--- src/rtl/core/ledtw_pkg.sv ---
// ----------------------------------------------------------------------------
// ledtw_pkg
// Shared types and constants for the two-wire LED and key master.
// ----------------------------------------------------------------------------
package ledtw_pkg;

  typedef enum logic [1:0] {
    KIND_TICK  = 2'd0,
    KIND_DIGIT = 2'd1,
    KIND_DUTY  = 2'd2,
    KIND_KEYS  = 2'd3
  } kind_t;

  localparam logic [1:0] MODE_TABLE    = 2'd0;
  localparam logic [1:0] MODE_TABLE_DP = 2'd1;
  localparam logic [1:0] MODE_RAW      = 2'd2;

  localparam logic       CFG_ACK_TIMEOUT = 1'b0;
  localparam logic       CFG_NO_KEY_CODE = 1'b1;

  localparam logic [7:0] FRAME_DATA_CMD  = 8'h40;
  localparam logic [7:0] FRAME_READ_CMD  = 8'h42;
  localparam logic [4:0] FRAME_ADDR_BASE = 5'b11000;  // 0xC0 with position in bits 2:0
  localparam logic [7:0] FRAME_CTRL_OFF  = 8'h80;
  localparam logic [7:0] CTRL_ON_BIT     = 8'h08;
  localparam logic [7:0] SEG_DP_BIT      = 8'h80;
  localparam logic [7:0] GLYPH_BLANK     = 8'd16;
  localparam logic [15:0] ACK_TIMEOUT_RESET = 16'd1000;
  localparam int         FIFO_DEPTH      = 2;

  // One classified word as it travels from the front to the back.
  typedef struct packed {
    kind_t      kind;
    logic [7:0] frame0;
    logic [7:0] frame1;
    logic [7:0] frame2;
    logic       dio;
  } item_t;

  function automatic logic [7:0] seg_lookup(input logic [4:0] idx);
    logic [7:0] seg;
    case (idx)
      5'd0:  seg = 8'h3f;
      5'd1:  seg = 8'h06;
      5'd2:  seg = 8'h5b;
      5'd3:  seg = 8'h4f;
      5'd4:  seg = 8'h66;
      5'd5:  seg = 8'h6d;
      5'd6:  seg = 8'h7d;
      5'd7:  seg = 8'h07;
      5'd8:  seg = 8'h7f;
      5'd9:  seg = 8'h6f;
      5'd10: seg = 8'h77;
      5'd11: seg = 8'h7C;
      5'd12: seg = 8'h39;
      5'd13: seg = 8'h5E;
      5'd14: seg = 8'h79;
      5'd15: seg = 8'h71;
      default: seg = 8'h00;
    endcase
    return seg;
  endfunction

endpackage

--- src/rtl/core/ledtw_front.sv ---
// ----------------------------------------------------------------------------
// ledtw_front
// Accepts input words and builds the frame bytes a command would send.
// ----------------------------------------------------------------------------
module ledtw_front
  import ledtw_pkg::*;
(
  input  logic       in_valid,
  output logic       in_ready,
  input  logic [1:0] kind,
  input  logic [2:0] digit_position,
  input  logic [7:0] glyph,
  input  logic [1:0] char_mode,
  input  logic [3:0] brightness,
  input  logic       dio_in,
  input  logic       q_full,
  output logic       q_push,
  output item_t      q_item
);

  logic [4:0] glyph_idx;
  logic [7:0] seg;
  logic [7:0] ctrl;

  assign in_ready = !q_full;
  assign q_push   = in_valid && !q_full;

  // Table indexes above the last entry saturate to the blank glyph.
  assign glyph_idx = (glyph > GLYPH_BLANK) ? GLYPH_BLANK[4:0] : glyph[4:0];

  always_comb begin
    if (char_mode == MODE_RAW) begin
      seg = glyph;
    end else if (char_mode == MODE_TABLE_DP) begin
      seg = seg_lookup(glyph_idx) | SEG_DP_BIT;
    end else begin
      seg = seg_lookup(glyph_idx);
    end
  end

  assign ctrl = (brightness == 4'd0) ? FRAME_CTRL_OFF :
                (FRAME_CTRL_OFF | CTRL_ON_BIT | {5'd0, 3'(brightness - 4'd1)});

  always_comb begin
    q_item.kind   = kind_t'(kind);
    q_item.frame1 = {FRAME_ADDR_BASE, digit_position};
    q_item.frame2 = seg;
    q_item.dio    = dio_in;
    case (kind_t'(kind))
      KIND_DIGIT: q_item.frame0 = FRAME_DATA_CMD;
      KIND_DUTY:  q_item.frame0 = ctrl;
      KIND_KEYS:  q_item.frame0 = FRAME_READ_CMD;
      default:    q_item.frame0 = 8'h00;
    endcase
  end

endmodule

--- src/rtl/core/ledtw_fifo.sv ---
// ----------------------------------------------------------------------------
// ledtw_fifo
// Short queue of classified words between the front and the back.
// ----------------------------------------------------------------------------
module ledtw_fifo
  import ledtw_pkg::*;
(
  input  logic  clk,
  input  logic  rst,
  input  logic  push,
  input  item_t push_item,
  output logic  full,
  output logic  pop_valid,
  input  logic  pop,
  output item_t pop_item
);

  localparam int PtrW = $clog2(FIFO_DEPTH);

  item_t           entries [FIFO_DEPTH];
  logic [PtrW-1:0] wr_ptr;
  logic [PtrW-1:0] rd_ptr;
  logic [PtrW:0]   count;

  assign full      = (count == (PtrW+1)'(FIFO_DEPTH));
  assign pop_valid = (count != '0);
  assign pop_item  = entries[rd_ptr];

  always_ff @(posedge clk) begin
    if (push) begin
      entries[wr_ptr] <= push_item;
    end
    if (rst) begin
      wr_ptr <= '0;
      rd_ptr <= '0;
      count  <= '0;
    end else begin
      if (push) begin
        wr_ptr <= (wr_ptr == PtrW'(FIFO_DEPTH - 1)) ? '0 : wr_ptr + PtrW'(1);
      end
      if (pop) begin
        rd_ptr <= (rd_ptr == PtrW'(FIFO_DEPTH - 1)) ? '0 : rd_ptr + PtrW'(1);
      end
      if (push && !pop) begin
        count <= count + (PtrW+1)'(1);
      end else if (pop && !push) begin
        count <= count - (PtrW+1)'(1);
      end
    end
  end

  a_count_bound : assert property (@(posedge clk) disable iff (rst)
    count <= (PtrW+1)'(FIFO_DEPTH))
    else $error("queue count beyond depth");

endmodule

--- src/rtl/core/ledtw_back.sv ---
// ----------------------------------------------------------------------------
// ledtw_back
// Bus phase sequencer: one word per cycle unless stalled, result held in an output register.
// ----------------------------------------------------------------------------
module ledtw_back
  import ledtw_pkg::*;
(
  input  logic        clk,
  input  logic        rst,
  input  logic        q_valid,
  output logic        q_pop,
  input  item_t       q_item,
  input  logic        cfg_we,
  input  logic        cfg_index,
  input  logic [15:0] cfg_data,
  output logic        out_valid,
  input  logic        out_ready,
  output logic        clk_level,
  output logic        dio_level,
  output logic        dio_drive,
  output logic        busy_res,
  output logic        key_valid,
  output logic [7:0]  key_code,
  output logic        key_changed
);

  typedef enum logic [4:0] {
    PH_IDLE, PH_START_A, PH_START_B, PH_BIT_LOW, PH_BIT_HIGH, PH_ACK_WAIT,
    PH_ACK_HIGH, PH_RD_LOW, PH_RD_HIGH, PH_ACK2_WAIT, PH_ACK2_HIGH,
    PH_STOP_A, PH_STOP_B
  } phase_t;

  phase_t      phase, phase_next;
  logic [3:0]  bit_count, bit_count_next, bit_count_inc;
  logic [7:0]  tx_shift, tx_shift_next;
  logic [7:0]  frame_bytes [3];
  logic [1:0]  byte_index, byte_index_next, sel_idx;
  logic [1:0]  frames_left, frames_left_next;
  logic [15:0] wait_count, wait_count_next, wait_inc;
  logic [7:0]  rx_shift, rx_shift_next;
  logic [7:0]  previous_key, previous_key_next;
  logic        key_job, key_job_next;
  logic [15:0] ack_timeout;
  logic [7:0]  frame_sel;
  logic        load_frames;
  logic        clk_o, dlev_o, drive_o, kvalid_o, kchg_o;
  logic [7:0]  code;

  assign q_pop         = q_valid && (!out_valid || out_ready);
  assign bit_count_inc = bit_count + 4'd1;
  assign wait_inc      = wait_count + 16'd1;
  assign code          = ~rx_shift;
  // Start loads the current byte; a follow-on byte inside a frame is the next one.
  assign sel_idx       = (phase == PH_START_A) ? byte_index : byte_index + 2'd1;

  always_comb begin
    case (sel_idx)
      2'd0:    frame_sel = frame_bytes[0];
      2'd1:    frame_sel = frame_bytes[1];
      2'd2:    frame_sel = frame_bytes[2];
      default: frame_sel = 8'h00;
    endcase
  end

  always_comb begin
    phase_next        = phase;
    bit_count_next    = bit_count;
    tx_shift_next     = tx_shift;
    byte_index_next   = byte_index;
    frames_left_next  = frames_left;
    wait_count_next   = wait_count;
    rx_shift_next     = rx_shift;
    previous_key_next = previous_key;
    key_job_next      = key_job;
    load_frames       = 1'b0;
    clk_o             = 1'b1;
    dlev_o            = 1'b1;
    drive_o           = 1'b1;
    kvalid_o          = 1'b0;
    kchg_o            = 1'b0;
    case (phase)
      PH_IDLE: begin
        if (q_item.kind != KIND_TICK) begin
          byte_index_next  = 2'd0;
          key_job_next     = (q_item.kind == KIND_KEYS);
          frames_left_next = (q_item.kind == KIND_DIGIT) ? 2'd2 : 2'd0;
          load_frames      = 1'b1;
          phase_next       = PH_START_A;
        end
      end
      PH_START_A: begin
        tx_shift_next  = frame_sel;
        bit_count_next = 4'd0;
        phase_next     = PH_START_B;
      end
      PH_START_B: begin
        dlev_o     = 1'b0;
        phase_next = PH_BIT_LOW;
      end
      PH_BIT_LOW: begin
        clk_o      = 1'b0;
        dlev_o     = tx_shift[0];
        phase_next = PH_BIT_HIGH;
      end
      PH_BIT_HIGH: begin
        dlev_o         = tx_shift[0];
        tx_shift_next  = {1'b0, tx_shift[7:1]};
        bit_count_next = bit_count_inc;
        if (bit_count_inc >= 4'd8) begin
          wait_count_next = 16'd0;
          phase_next      = PH_ACK_WAIT;
        end else begin
          phase_next = PH_BIT_LOW;
        end
      end
      PH_ACK_WAIT, PH_ACK2_WAIT: begin
        clk_o   = 1'b0;
        dlev_o  = 1'b0;
        drive_o = 1'b0;
        if (q_item.dio) begin
          wait_count_next = wait_inc;
        end
        // A zero timeout is never matched until the counter wraps.
        if (!q_item.dio || (wait_inc == ack_timeout)) begin
          phase_next = (phase == PH_ACK_WAIT) ? PH_ACK_HIGH : PH_ACK2_HIGH;
        end
      end
      PH_ACK_HIGH: begin
        dlev_o = 1'b0;
        if (key_job) begin
          bit_count_next = 4'd0;
          rx_shift_next  = 8'd0;
          phase_next     = PH_RD_LOW;
        end else if (frames_left != 2'd0 && byte_index != 2'd0) begin
          byte_index_next  = byte_index + 2'd1;
          frames_left_next = frames_left - 2'd1;
          tx_shift_next    = frame_sel;
          bit_count_next   = 4'd0;
          phase_next       = PH_BIT_LOW;
        end else begin
          phase_next = PH_STOP_A;
        end
      end
      PH_RD_LOW: begin
        clk_o      = 1'b0;
        dlev_o     = 1'b0;
        drive_o    = 1'b0;
        phase_next = PH_RD_HIGH;
      end
      PH_RD_HIGH: begin
        dlev_o         = 1'b0;
        drive_o        = 1'b0;
        rx_shift_next  = {q_item.dio, rx_shift[7:1]};
        bit_count_next = bit_count_inc;
        if (bit_count_inc >= 4'd8) begin
          wait_count_next = 16'd0;
          phase_next      = PH_ACK2_WAIT;
        end else begin
          phase_next = PH_RD_LOW;
        end
      end
      PH_ACK2_HIGH: begin
        dlev_o     = 1'b0;
        phase_next = PH_STOP_A;
      end
      PH_STOP_A: begin
        clk_o      = 1'b0;
        dlev_o     = 1'b0;
        phase_next = PH_STOP_B;
      end
      PH_STOP_B: begin
        dlev_o = 1'b0;
        if (frames_left != 2'd0) begin
          byte_index_next  = byte_index + 2'd1;
          frames_left_next = frames_left - 2'd1;
          phase_next       = PH_START_A;
        end else begin
          phase_next = PH_IDLE;
          if (key_job) begin
            kvalid_o          = 1'b1;
            kchg_o            = (code != previous_key);
            previous_key_next = code;
            key_job_next      = 1'b0;
          end
        end
      end
      default: begin
        phase_next       = PH_IDLE;
        key_job_next     = 1'b0;
        frames_left_next = 2'd0;
      end
    endcase
  end

  always_ff @(posedge clk) begin
    if (q_pop) begin
      clk_level   <= clk_o;
      dio_level   <= dlev_o;
      dio_drive   <= drive_o;
      busy_res    <= (phase_next != PH_IDLE);
      key_valid   <= kvalid_o;
      key_code    <= previous_key_next;
      key_changed <= kchg_o;
      if (load_frames) begin
        frame_bytes[0] <= q_item.frame0;
        frame_bytes[1] <= q_item.frame1;
        frame_bytes[2] <= q_item.frame2;
      end
    end
    if (rst) begin
      phase        <= PH_IDLE;
      bit_count    <= 4'd0;
      tx_shift     <= 8'd0;
      byte_index   <= 2'd0;
      frames_left  <= 2'd0;
      wait_count   <= 16'd0;
      rx_shift     <= 8'd0;
      key_job      <= 1'b0;
      previous_key <= 8'd0;
      ack_timeout  <= ACK_TIMEOUT_RESET;
      out_valid    <= 1'b0;
    end else begin
      if (q_pop) begin
        phase        <= phase_next;
        bit_count    <= bit_count_next;
        tx_shift     <= tx_shift_next;
        byte_index   <= byte_index_next;
        frames_left  <= frames_left_next;
        wait_count   <= wait_count_next;
        rx_shift     <= rx_shift_next;
        key_job      <= key_job_next;
        previous_key <= previous_key_next;
        out_valid    <= 1'b1;
      end else if (out_ready) begin
        out_valid <= 1'b0;
      end
      if (cfg_we) begin
        if (cfg_index == CFG_ACK_TIMEOUT) begin
          ack_timeout <= cfg_data;
        end else if (cfg_index == CFG_NO_KEY_CODE) begin
          previous_key <= cfg_data[7:0];
        end
      end
    end
  end

  a_idle_clean : assert property (@(posedge clk) disable iff (rst)
    (phase == PH_IDLE) |-> (frames_left == 2'd0 && !key_job))
    else $error("idle with a pending frame or key job");

  a_bit_bound : assert property (@(posedge clk) disable iff (rst)
    bit_count <= 4'd8)
    else $error("bit counter ran past one byte");

  a_byte_bound : assert property (@(posedge clk) disable iff (rst)
    byte_index <= 2'd2)
    else $error("byte index past the last frame byte");

  a_key_at_end : assert property (@(posedge clk) disable iff (rst)
    (out_valid && key_valid) |-> !busy_res)
    else $error("key result reported while still busy");

endmodule

--- src/rtl/core/led_driver_two_wire_master.sv ---
// ----------------------------------------------------------------------------
// led_driver_two_wire_master
// Bit-level master for a two-wire LED display and key-scan chip.
// ----------------------------------------------------------------------------
// Each input word is either one bus tick or a command (set digit, set duty,
// read keys). A command is acted on only while the bus is idle; otherwise
// it counts as a tick. Every accepted word yields exactly one output word
// with the clock and data line levels for that tick, the busy flag and the
// key read status.
// Throughput is one word per cycle while the receiver does not stall: the
// front decodes a word into frame bytes, a two-entry queue decouples it
// from the sequencer, and the sequencer advances one bus phase per word
// into an output register. An accepted word passes through the queue and
// then the output register. When the receiver stalls, the output register
// holds, the queue fills, and in_ready drops after two more words.
// Synchronous reset returns the bus to idle, the acknowledge timeout to
// 1000 ticks and the stored key code to zero. Configuration writes take
// effect in the cycle after cfg_we and are meant for idle periods only.
// ----------------------------------------------------------------------------
module led_driver_two_wire_master
  import ledtw_pkg::*;
(
  input  logic        clk,
  input  logic        rst,
  input  logic        in_valid,
  output logic        in_ready,
  input  logic [1:0]  kind,
  input  logic [2:0]  digit_position,
  input  logic [7:0]  glyph,
  input  logic [1:0]  char_mode,
  input  logic [3:0]  brightness,
  input  logic        dio_in,
  output logic        out_valid,
  input  logic        out_ready,
  output logic        clk_level,
  output logic        dio_level,
  output logic        dio_drive,
  output logic        busy_res,
  output logic        key_valid,
  output logic [7:0]  key_code,
  output logic        key_changed,
  input  logic        cfg_we,
  input  logic        cfg_index,
  input  logic [15:0] cfg_data
);

  logic  q_full;
  logic  q_push;
  item_t q_in_item;
  logic  q_valid;
  logic  q_pop;
  item_t q_out_item;

  ledtw_front u_front (
    .in_valid       (in_valid),
    .in_ready       (in_ready),
    .kind           (kind),
    .digit_position (digit_position),
    .glyph          (glyph),
    .char_mode      (char_mode),
    .brightness     (brightness),
    .dio_in         (dio_in),
    .q_full         (q_full),
    .q_push         (q_push),
    .q_item         (q_in_item)
  );

  ledtw_fifo u_fifo (
    .clk       (clk),
    .rst       (rst),
    .push      (q_push),
    .push_item (q_in_item),
    .full      (q_full),
    .pop_valid (q_valid),
    .pop       (q_pop),
    .pop_item  (q_out_item)
  );

  ledtw_back u_back (
    .clk         (clk),
    .rst         (rst),
    .q_valid     (q_valid),
    .q_pop       (q_pop),
    .q_item      (q_out_item),
    .cfg_we      (cfg_we),
    .cfg_index   (cfg_index),
    .cfg_data    (cfg_data),
    .out_valid   (out_valid),
    .out_ready   (out_ready),
    .clk_level   (clk_level),
    .dio_level   (dio_level),
    .dio_drive   (dio_drive),
    .busy_res    (busy_res),
    .key_valid   (key_valid),
    .key_code    (key_code),
    .key_changed (key_changed)
  );

endmodule
--- config.mk ---
export PLATFORM = sky130hd
export DESIGN_NAME = led_driver_two_wire_master
export DESIGN_NICKNAME = d
export VERILOG_FILES = /design/src/rtl/core/ledtw_pkg.sv /design/src/rtl/core/ledtw_front.sv /design/src/rtl/core/ledtw_fifo.sv /design/src/rtl/core/ledtw_back.sv /design/src/rtl/core/led_driver_two_wire_master.sv
export SDC_FILE = /design/constraint.sdc
export NUM_CORES = 1
export LEC_CHECK = 0
export BUFFER_PORTS_ARGS = -buffer_cell sky130_fd_sc_hd__buf_2
export CAP_MARGIN = 20
export CORE_MARGIN = 8
export CORE_UTILIZATION = 50
export CTS_CLUSTER_SIZE = 28
export DETAILED_ROUTE_END_ITERATION = 8
export PLACE_DENSITY_LB_ADDON = 0.2
export SYNTH_ARGS = -nofsm -noshare
export SYNTH_HDL_FRONTEND = slang
export SYNTH_HIERARCHICAL = 1
export SYNTH_SLANG_ARGS = --single-unit
--- constraint.sdc ---
create_clock -name clk -period 2.8 [get_ports clk]
set_input_delay 0.7 -clock clk [delete_from_list [all_inputs] [get_ports clk]]
set_output_delay 0.7 -clock clk [all_outputs]
set_load 0.02 [all_outputs]
# Word level (Yosys, flattened, before mapping)
# Memory sizes are Yosys's and may differ from the RTL's. A register that Yosys moved wholly into a read port is not among the register bits.
# Index checks and enable logic that the tools add are counted.
# W data, S select, Z words.
dict set report word_totals {
  word_cells 188
  ramBits 68
  memories 4
  inputBits 42
  reg_bits 89
  rom_bits 224
  out_inout_bits 16
}
dict set report classes {
  n_mux 68
  n_eq_ne 33
  addsub 9
  n_reduce_logical 45
  bitwise_logic 6
  n_lt_le_gt_ge 2
}
# name depth word_bits rd rd_clocked_by_memory_dff write_ports line
set memory_table {}
lappend memory_table {{(no name shown)} 16 7 1 0 0 ledtw_pkg.sv:42} ;# case (idx)
lappend memory_table {{(no name shown)} 16 7 1 0 0 ledtw_pkg.sv:42}
lappend memory_table {u_fifo.entries 2 22 1 1 1 ledtw_fifo.sv:20} ;# item_t entries [FIFO_DEPTH];
lappend memory_table {u_back.frame_bytes 3 8 3 0 3 ledtw_back.sv:36} ;# logic [7:0] frame_bytes [3];
# op n
set op_table {}
lappend op_table {{$mux W8} 12}
lappend op_table {{$pmux W8 S3} 3}
lappend op_table {{$pmux W5 S12} 1}
lappend op_table {{$mux W16} 2}
lappend op_table {{$pmux W16 S2} 1}
lappend op_table {{$eq A5 B4 Y1 const B} 5}
lappend op_table {{$mux W2} 12}
lappend op_table {{$mux W4} 6}
lappend op_table {{$eq A5 B3 Y1 const B} 4}
lappend op_table {{$mux W5} 4}
lappend op_table {{$mux W1} 19}
lappend op_table {{$add A16 B1 Y16 const B} 1}
lappend op_table {{$eq A16 B16 Y1} 1}
lappend op_table {{$pmux W8 S2} 1}
lappend op_table {{$reduce_bool A2 Y1} 8}
lappend op_table {{$eq A2 B2 Y1 const B} 6}
lappend op_table {{$ne A2 B1 Y1 const B} 6}
lappend op_table {{$pmux W4 S3} 1}
lappend op_table {{$reduce_and A4 Y1} 3}
lappend op_table {{$reduce_and A6 Y1} 2}
lappend op_table {{$reduce_or A11 Y1} 1}
lappend op_table {{$eq A5 B2 Y1 const B} 2}
lappend op_table {{$reduce_or A10 Y1} 1}
lappend op_table {{$reduce_bool A3 Y1} 3}
lappend op_table {{34 further kinds} 58}

# Longest topological paths before layout
dict set report logic_depth {
  ltp_word 7
  mapped_depth 9
  mapped_depth_nobuf 8
}

# By module
# The synthesis kept the hierarchy.
# module seq_area_each_um2 instances cells_each area_each_um2
set by_module_without_submodules {}
lappend by_module_without_submodules {ledtw_back 2562.5 1 634 5739.3}
lappend by_module_without_submodules {ledtw_fifo 1721.7 1 106 2163.3}
lappend by_module_without_submodules {ledtw_front 0.0 1 91 555.5}

# Least setup slack after synthesis
# No wires, ideal clock.
dict set report synth_timing {
  kind {input -> register}
  from {in out_ready}
  to {mem u_back.frame_bytes[0][0] (enable)}
  path_stages 5
  n_path_buf 2
  t_arrival_ns 2.350
  required_time_ns 2.395
  path_slack_ns 0.045
  setup_time_ns 0.405
  cell_sequence {nand2b_1 -> nand2_1 -> clkbuf_1 -> buf_6 -> nor2_1}
}
# item line
set synth_rtl {}
lappend synth_rtl {{start, declared} led_driver_two_wire_master.sv:34} ;# input logic out_ready,
lappend synth_rtl {{end, declared} ledtw_back.sv:36}

# Worst setup path in the final report
dict set report layout_timing {
  from {reg u_back.phase[1]}
  to {reg u_back.tx_shift[4]}
}
dict set report layout_between {
  elab_chain_cells 7
  elab_cells_between_ends 15
  cone_classes {eq/ne: 7; mux: 5; reduce/logical: 3}
}
# item line
set layout_rtl {}
lappend layout_rtl {{start, declared} ledtw_back.sv:33} ;# phase_t phase, phase_next;
lappend layout_rtl {{start signal, assigned} ledtw_back.sv:224} ;# phase <= phase_next;
lappend layout_rtl {{$eq A5 B1 Y1} {ledtw_back.sv:54, ledtw_back.sv:81}}
lappend layout_rtl {{$mux W2} ledtw_back.sv:54} ;# assign sel_idx = (phase == PH_START_A) ? byte_index : byte_index + 2'd1;
lappend layout_rtl {{$eq A2 B2 Y1, or another cell as far along} ledtw_back.sv:57} ;# case (sel_idx)
lappend layout_rtl {{$pmux W8 S3} ledtw_back.sv:57}
lappend layout_rtl {{$mux W8} ledtw_back.sv:134} ;# end else if (frames_left != 2'd0 && byte_index != 2'd0) begin
lappend layout_rtl {{$mux W8} ledtw_back.sv:130} ;# if (key_job) begin
lappend layout_rtl {{$pmux W8 S3} ledtw_back.sv:81} ;# case (phase)
lappend layout_rtl {{end signal, assigned} ledtw_back.sv:226} ;# tx_shift <= tx_shift_next;
lappend layout_rtl {{end, declared} ledtw_back.sv:35} ;# logic [7:0] tx_shift, tx_shift_next;
# Several ways; a longest one is shown, not always the timed one. The select of a mux whose other input is x is not followed.
# A chain may end at the register's enable or synchronous reset.

==> impl_results.html <==
<table>
<tr><th>Metric</th><th>Value</th></tr>
<tr><th colspan="2">Cells and area</th></tr>
<tr><td>Ratio of cells with drive above 1 in the final layout</td><td>18.6%</td></tr>
<tr><td>Area of combinational cells with multiple inputs</td><td>3740 µm²</td></tr>
<tr><td>Area delta synth-&gt;final</td><td>11.2%</td></tr>
<tr><td>Filler cell count in the final layout</td><td>1452</td></tr>
<tr><td>Top library cells by usage in the layout, fill and taps aside</td><td>sky130_fd_sc_hd__edfxtp_1, sky130_fd_sc_hd__nand2_1, sky130_fd_sc_hd__nor2_1</td></tr>
<tr><td>Post-layout util</td><td>56.7%</td></tr>
<tr><td>Sequential standard cell area</td><td>4280 µm²</td></tr>
<tr><td>Diode count</td><td>0</td></tr>
<tr><td>Leading cell type in the layout, fill and taps excluded</td><td>sky130_fd_sc_hd__edfxtp_1</td></tr>
<tr><td>Fin nets</td><td>917</td></tr>
<tr><th colspan="2">Pwr</th></tr>
<tr><td>Proportion of power drawn by flip-flops and latches</td><td>42.5%</td></tr>
<tr><td>Net switching component of the power</td><td>0.00285 W</td></tr>
<tr><td>Internal cell power</td><td>0.00557 W</td></tr>
<tr><td>Relative contribution of the clock network to total power</td><td>27.1%</td></tr>
<tr><td>Comb pwr share</td><td>30.4%</td></tr>
<tr><td>Power consumption</td><td>0.00842 W</td></tr>
<tr><td>Cell Pwr Density</td><td>895 nW/µm²</td></tr>
<tr><td>Leakage dissipation</td><td>3.34 nW</td></tr>
<tr><td>Switching part of the total power</td><td>33.9%</td></tr>
<tr><td>Worst IR Drop VDD</td><td>0.682 mV</td></tr>
<tr><th colspan="2">Synth</th></tr>
<tr><td>Number of instances in the synthesized netlist</td><td>831</td></tr>
<tr><td>Post-synthesis compound-gate area fraction</td><td>14.6%</td></tr>
<tr><td>Cell taking the most area after synthesis</td><td>sky130_fd_sc_hd__edfxtp_1</td></tr>
<tr><td>Area share of xor/xnor cells in the synthesized design</td><td>3.83%</td></tr>
<tr><td>Combined area of all synthesized cells</td><td>8460 µm²</td></tr>
<tr><td>Sequential-to-total area share from yosys stat</td><td>50.7%</td></tr>
<tr><td>Number of enable-type register cells in the synthesized netlist</td><td>92</td></tr>
<tr><td>Average cell area after synthesis</td><td>10.2 µm²</td></tr>
<tr><td>Library cells used by synthesis</td><td>85</td></tr>
<tr><td>#FFs+latches synth</td><td>168</td></tr>
<tr><td>Share of the synthesized area in the top cell type</td><td>32.7%</td></tr>
<tr><td>Number of warnings printed during yosys synthesis</td><td>6</td></tr>
<tr><td>Area contributors post-synth</td><td>sky130_fd_sc_hd__edfxtp_1, sky130_fd_sc_hd__dfxtp_1, sky130_fd_sc_hd__mux2_2</td></tr>
<tr><td>Largest family of logic cells by synthesized area</td><td>simple AND/OR/NAND/NOR gates</td></tr>
<tr><td>Share of cell area taken by muxes after synthesis</td><td>5.52%</td></tr>
<tr><td>Post-synthesis simple-gate area fraction</td><td>18.7%</td></tr>
<tr><td>Dominant synthesized flop cell</td><td>sky130_fd_sc_hd__edfxtp_1</td></tr>
<tr><td>Adder-cell area share of the yosys netlist</td><td>1.18%</td></tr>
<tr><td>Async set-reset flop share out of synthesis</td><td>0%</td></tr>
<tr><th colspan="2">STA</th></tr>
<tr><td>Hold Vio Cnt, Final</td><td>0</td></tr>
<tr><td>FMAX</td><td>408 MHz</td></tr>
<tr><td>Total negative slack for setup checks</td><td>0 ns</td></tr>
<tr><td>Post-route minimum period</td><td>2.45 ns</td></tr>
<tr><td>Max Transition Viols Final</td><td>0</td></tr>
<tr><td>Total of endpoints with negative setup slack in the final report</td><td>0</td></tr>
<tr><td>Unrepaired setup endpoints after global routing</td><td>false</td></tr>
<tr><td>Period utilization</td><td>87.5%</td></tr>
<tr><td>Final setup skew</td><td>0.0108 ns</td></tr>
<tr><td>Relative slew margins</td><td>48.7%</td></tr>
<tr><td>Slew @ Worst Pin</td><td>0.763 ns</td></tr>
<tr><th colspan="2">Detailed routing</th></tr>
<tr><td>Avg Vias per Cell</td><td>5.67</td></tr>
<tr><td>Routed wirelength normalized by instance count</td><td>16.4 µm</td></tr>
<tr><td>Detail Route Antenna Nets</td><td>0</td></tr>
<tr><td>Number of DRC markers in iteration 0</td><td>466</td></tr>
<tr><td>Final wirelength</td><td>18100 µm</td></tr>
<tr><td>First-pass DRT Iterations</td><td>6</td></tr>
<tr><td>Post-detailed-route DRC marker count</td><td>0</td></tr>
<tr><td>Total number of vias</td><td>6240</td></tr>
<tr><th colspan="2">Worst setup path</th></tr>
<tr><td>Critical path launch point type</td><td>flop</td></tr>
<tr><td>Worst EP required</td><td>3.10 ns</td></tr>
<tr><td>Critical Path End Type</td><td>flop</td></tr>
<tr><td>Crit Path Max Fanout</td><td>19</td></tr>
<tr><td>Critical Setup Path Class</td><td>flop to flop</td></tr>
<tr><td>Largest stage delay, worst path</td><td>0.76 ns</td></tr>
<tr><td>Data arrival, critical path</td><td>2.75 ns</td></tr>
<tr><td>Standard cell with the maximum stage delay on the critical path</td><td>sky130_fd_sc_hd__dfxtp_1</td></tr>
<tr><td>Worst-path cell chain</td><td>nand3b_1 &gt; o311ai_1 &gt; or4_4 &gt; nor4b_4 &gt; a222oi_1 &gt; nor2_1</td></tr>
<tr><th colspan="2">Clocking</th></tr>
<tr><td># resized after CTS</td><td>0</td></tr>
<tr><td>TritonCTS clock tree</td><td>built</td></tr>
<tr><td>Later-pin clock latency in the skew report</td><td>0.43 ns</td></tr>
<tr><td>Clock-pin slew on the worst setup and hold paths</td><td>0.07 ns</td></tr>
<tr><td>CTS Root Buffer Type</td><td>sky130_fd_sc_hd__clkbuf_16</td></tr>
<tr><td>Hold buffer count at CTS</td><td>0</td></tr>
<tr><td>Maximum buffer depth of the clock tree</td><td>2</td></tr>
<tr><td>Number of clock buffers inserted by TritonCTS</td><td>17</td></tr>
<tr><td>Post-CTS Setup Bufs</td><td>0</td></tr>
<tr><td>Number of H-tree branching levels</td><td>4</td></tr>
<tr><td>Clk sink count</td><td>168</td></tr>
<tr><th colspan="2">Floorplan</th></tr>
<tr><td>Core footprint</td><td>16600 µm²</td></tr>
<tr><td>Row cnt</td><td>47</td></tr>
<tr><td>Die Span X</td><td>146 µm</td></tr>
<tr><td>IO Pins</td><td>58</td></tr>
<tr><td>Effective utilization at floorplan</td><td>51.0%</td></tr>
<tr><td>Die Span Y</td><td>146 µm</td></tr>
<tr><td>DIE AREA</td><td>21300 µm²</td></tr>
<tr><th colspan="2">Place</th></tr>
<tr><td>DP Wirelength</td><td>12700 µm</td></tr>
<tr><td>Routability congestion estimate</td><td>0.868</td></tr>
<tr><td>Total of buffers placed on input and output ports</td><td>57</td></tr>
<tr><th colspan="2">Global route</th></tr>
<tr><td>Vias in the first global route</td><td>6105</td></tr>
<tr><td>Overall Global Routing Usage</td><td>17.1%</td></tr>
<tr><td>Sum of overflow across all layers after global routing</td><td>0</td></tr>
<tr><td>Antenna violations before repair</td><td>0</td></tr>
<tr><td>First-pass GRT wire length</td><td>29900 µm</td></tr>
<tr><td>Pin count of the biggest net entering global routing</td><td>80</td></tr>
<tr><th colspan="2">Worst hold path</th></tr>
<tr><td>Class of the tightest hold or removal check</td><td>input port to flop</td></tr>
<tr><th colspan="2">Status</th></tr>
<tr><td>Status</td><td>finished clean</td></tr>
<tr><th colspan="2">Run</th></tr>
<tr><td>Max capacitance violation total</td><td>0</td></tr>
</table>
[worst max-delay path: cells and delay by family (launching register included)]
kind	cells	cell delay, ns
AO/OA/AOI/OAI	2	0.88
AND/OR/NAND/NOR	4	0.70
flip-flops	1	0.76
[synth_stat cells, types with 8 or more instances]
library cell               instances
sky130_fd_sc_hd__a21oi_1          47
sky130_fd_sc_hd__o211ai_1          9
sky130_fd_sc_hd__nand3b_1         16
sky130_fd_sc_hd__nand2_1          82
sky130_fd_sc_hd__nand2b_1         18
sky130_fd_sc_hd__ha_1              8
sky130_fd_sc_hd__nand3_1          17
sky130_fd_sc_hd__nor2b_1          10
sky130_fd_sc_hd__buf_4            15
sky130_fd_sc_hd__xnor2_1          32
sky130_fd_sc_hd__o21ai_0          36
sky130_fd_sc_hd__nor2_1           80
sky130_fd_sc_hd__edfxtp_1         92
sky130_fd_sc_hd__nor3_1           21
sky130_fd_sc_hd__mux2i_1          14
sky130_fd_sc_hd__buf_2            12
sky130_fd_sc_hd__mux2_2           28
sky130_fd_sc_hd__inv_1            21
sky130_fd_sc_hd__dfxtp_1          76
sky130_fd_sc_hd__clkbuf_1         27
sky130_fd_sc_hd__a22oi_1          18
[area by class of cell]
type | count | share of cell area (%)
inverter | 22 | 0.878
clock buffer | 18 | 4.56
multi-input combinational | 581 | 39.7
timing repair buffer | 77 | 4.76
tap | 220 | 2.93
clock inverter | 14 | 1.60
sequential | 168 | 45.5
[kinds of logic (layout without fill, tap and decap cells)]
kind of cell,after synthesis,count (layout)
simple gates,303,303
flops,168,168
buf+inv,87,131
mux,43,43
fa+ha+maj,8,8
compound gates,183,183
other cells,2,7
xor+xnor,37,37
[per-layer routing]
layer / track usage [%] / share of wire (%)
met1: 21.2 / 44
met2: 28.7 / 49
met3: 4.08 / 5.3
met4: 6.18 / 1.4
met5: 0 / 0
[metrics by stage]
| stage | hold WS, ns | instance area, µm² | cells | setup slack [ns] |
|---|---|---|---|---|
| floorplan | 0.443 | 8480 | 836 | 0.0451 |
| global placement | 0.460 | 8830 | 1068 | 0.354 |
| detailed placement | 0.464 | 8830 | 1068 | 0.309 |
| CTS | 0.442 | 9410 | 1100 | 0.414 |
| global route | 0.442 | 9410 | 1100 | 0.124 |
| finish | 0.460 | 9410 | 1100 | 0.349 |
[sequential cells by signal, indices dropped and copies added (netlist names), 8 cells and up, named ones only]
register	count
u_back/previous_key	8
u_back/frame_bytes	24
u_back/rx_shift	8
u_back/wait_count	16
u_fifo/entries	54
u_back/ack_timeout	16
u_back/key_code	8
u_back/tx_shift	8
[power groups by stage]
| stage | registers [W] | clock network (W) | logic, W |
|---|---|---|---|
| finish | 0.00358 | 0.00228 | 0.00256 |
| global route | 0.00364 | 0.00244 | 0.00283 |
| CTS | 0.00358 | 0.00233 | 0.00257 |
| detailed placement | 0.00363 | 0 | 0.00255 |
| global placement | 0.00361 | 0 | 0.00250 |
| floorplan | 0.00358 | 0 | 0.00189 |
[final timing paths]
check | startpoint | end | slack [ns] | cells after the start
setup / recovery | u_back/phase[1] | u_back/tx_shift[4] | 0.35 | 6
hold / removal | digit_position[0] | u_fifo/entries[1][9] | 0.46 | 1
hold reg to reg | u_back/ack_timeout[15] | u_back/ack_timeout[15] | 0.47 | 2
setup reg to reg | u_back/phase[1] | u_back/tx_shift[4] | 0.35 | 6
Power figures use the tool's default switching activity.
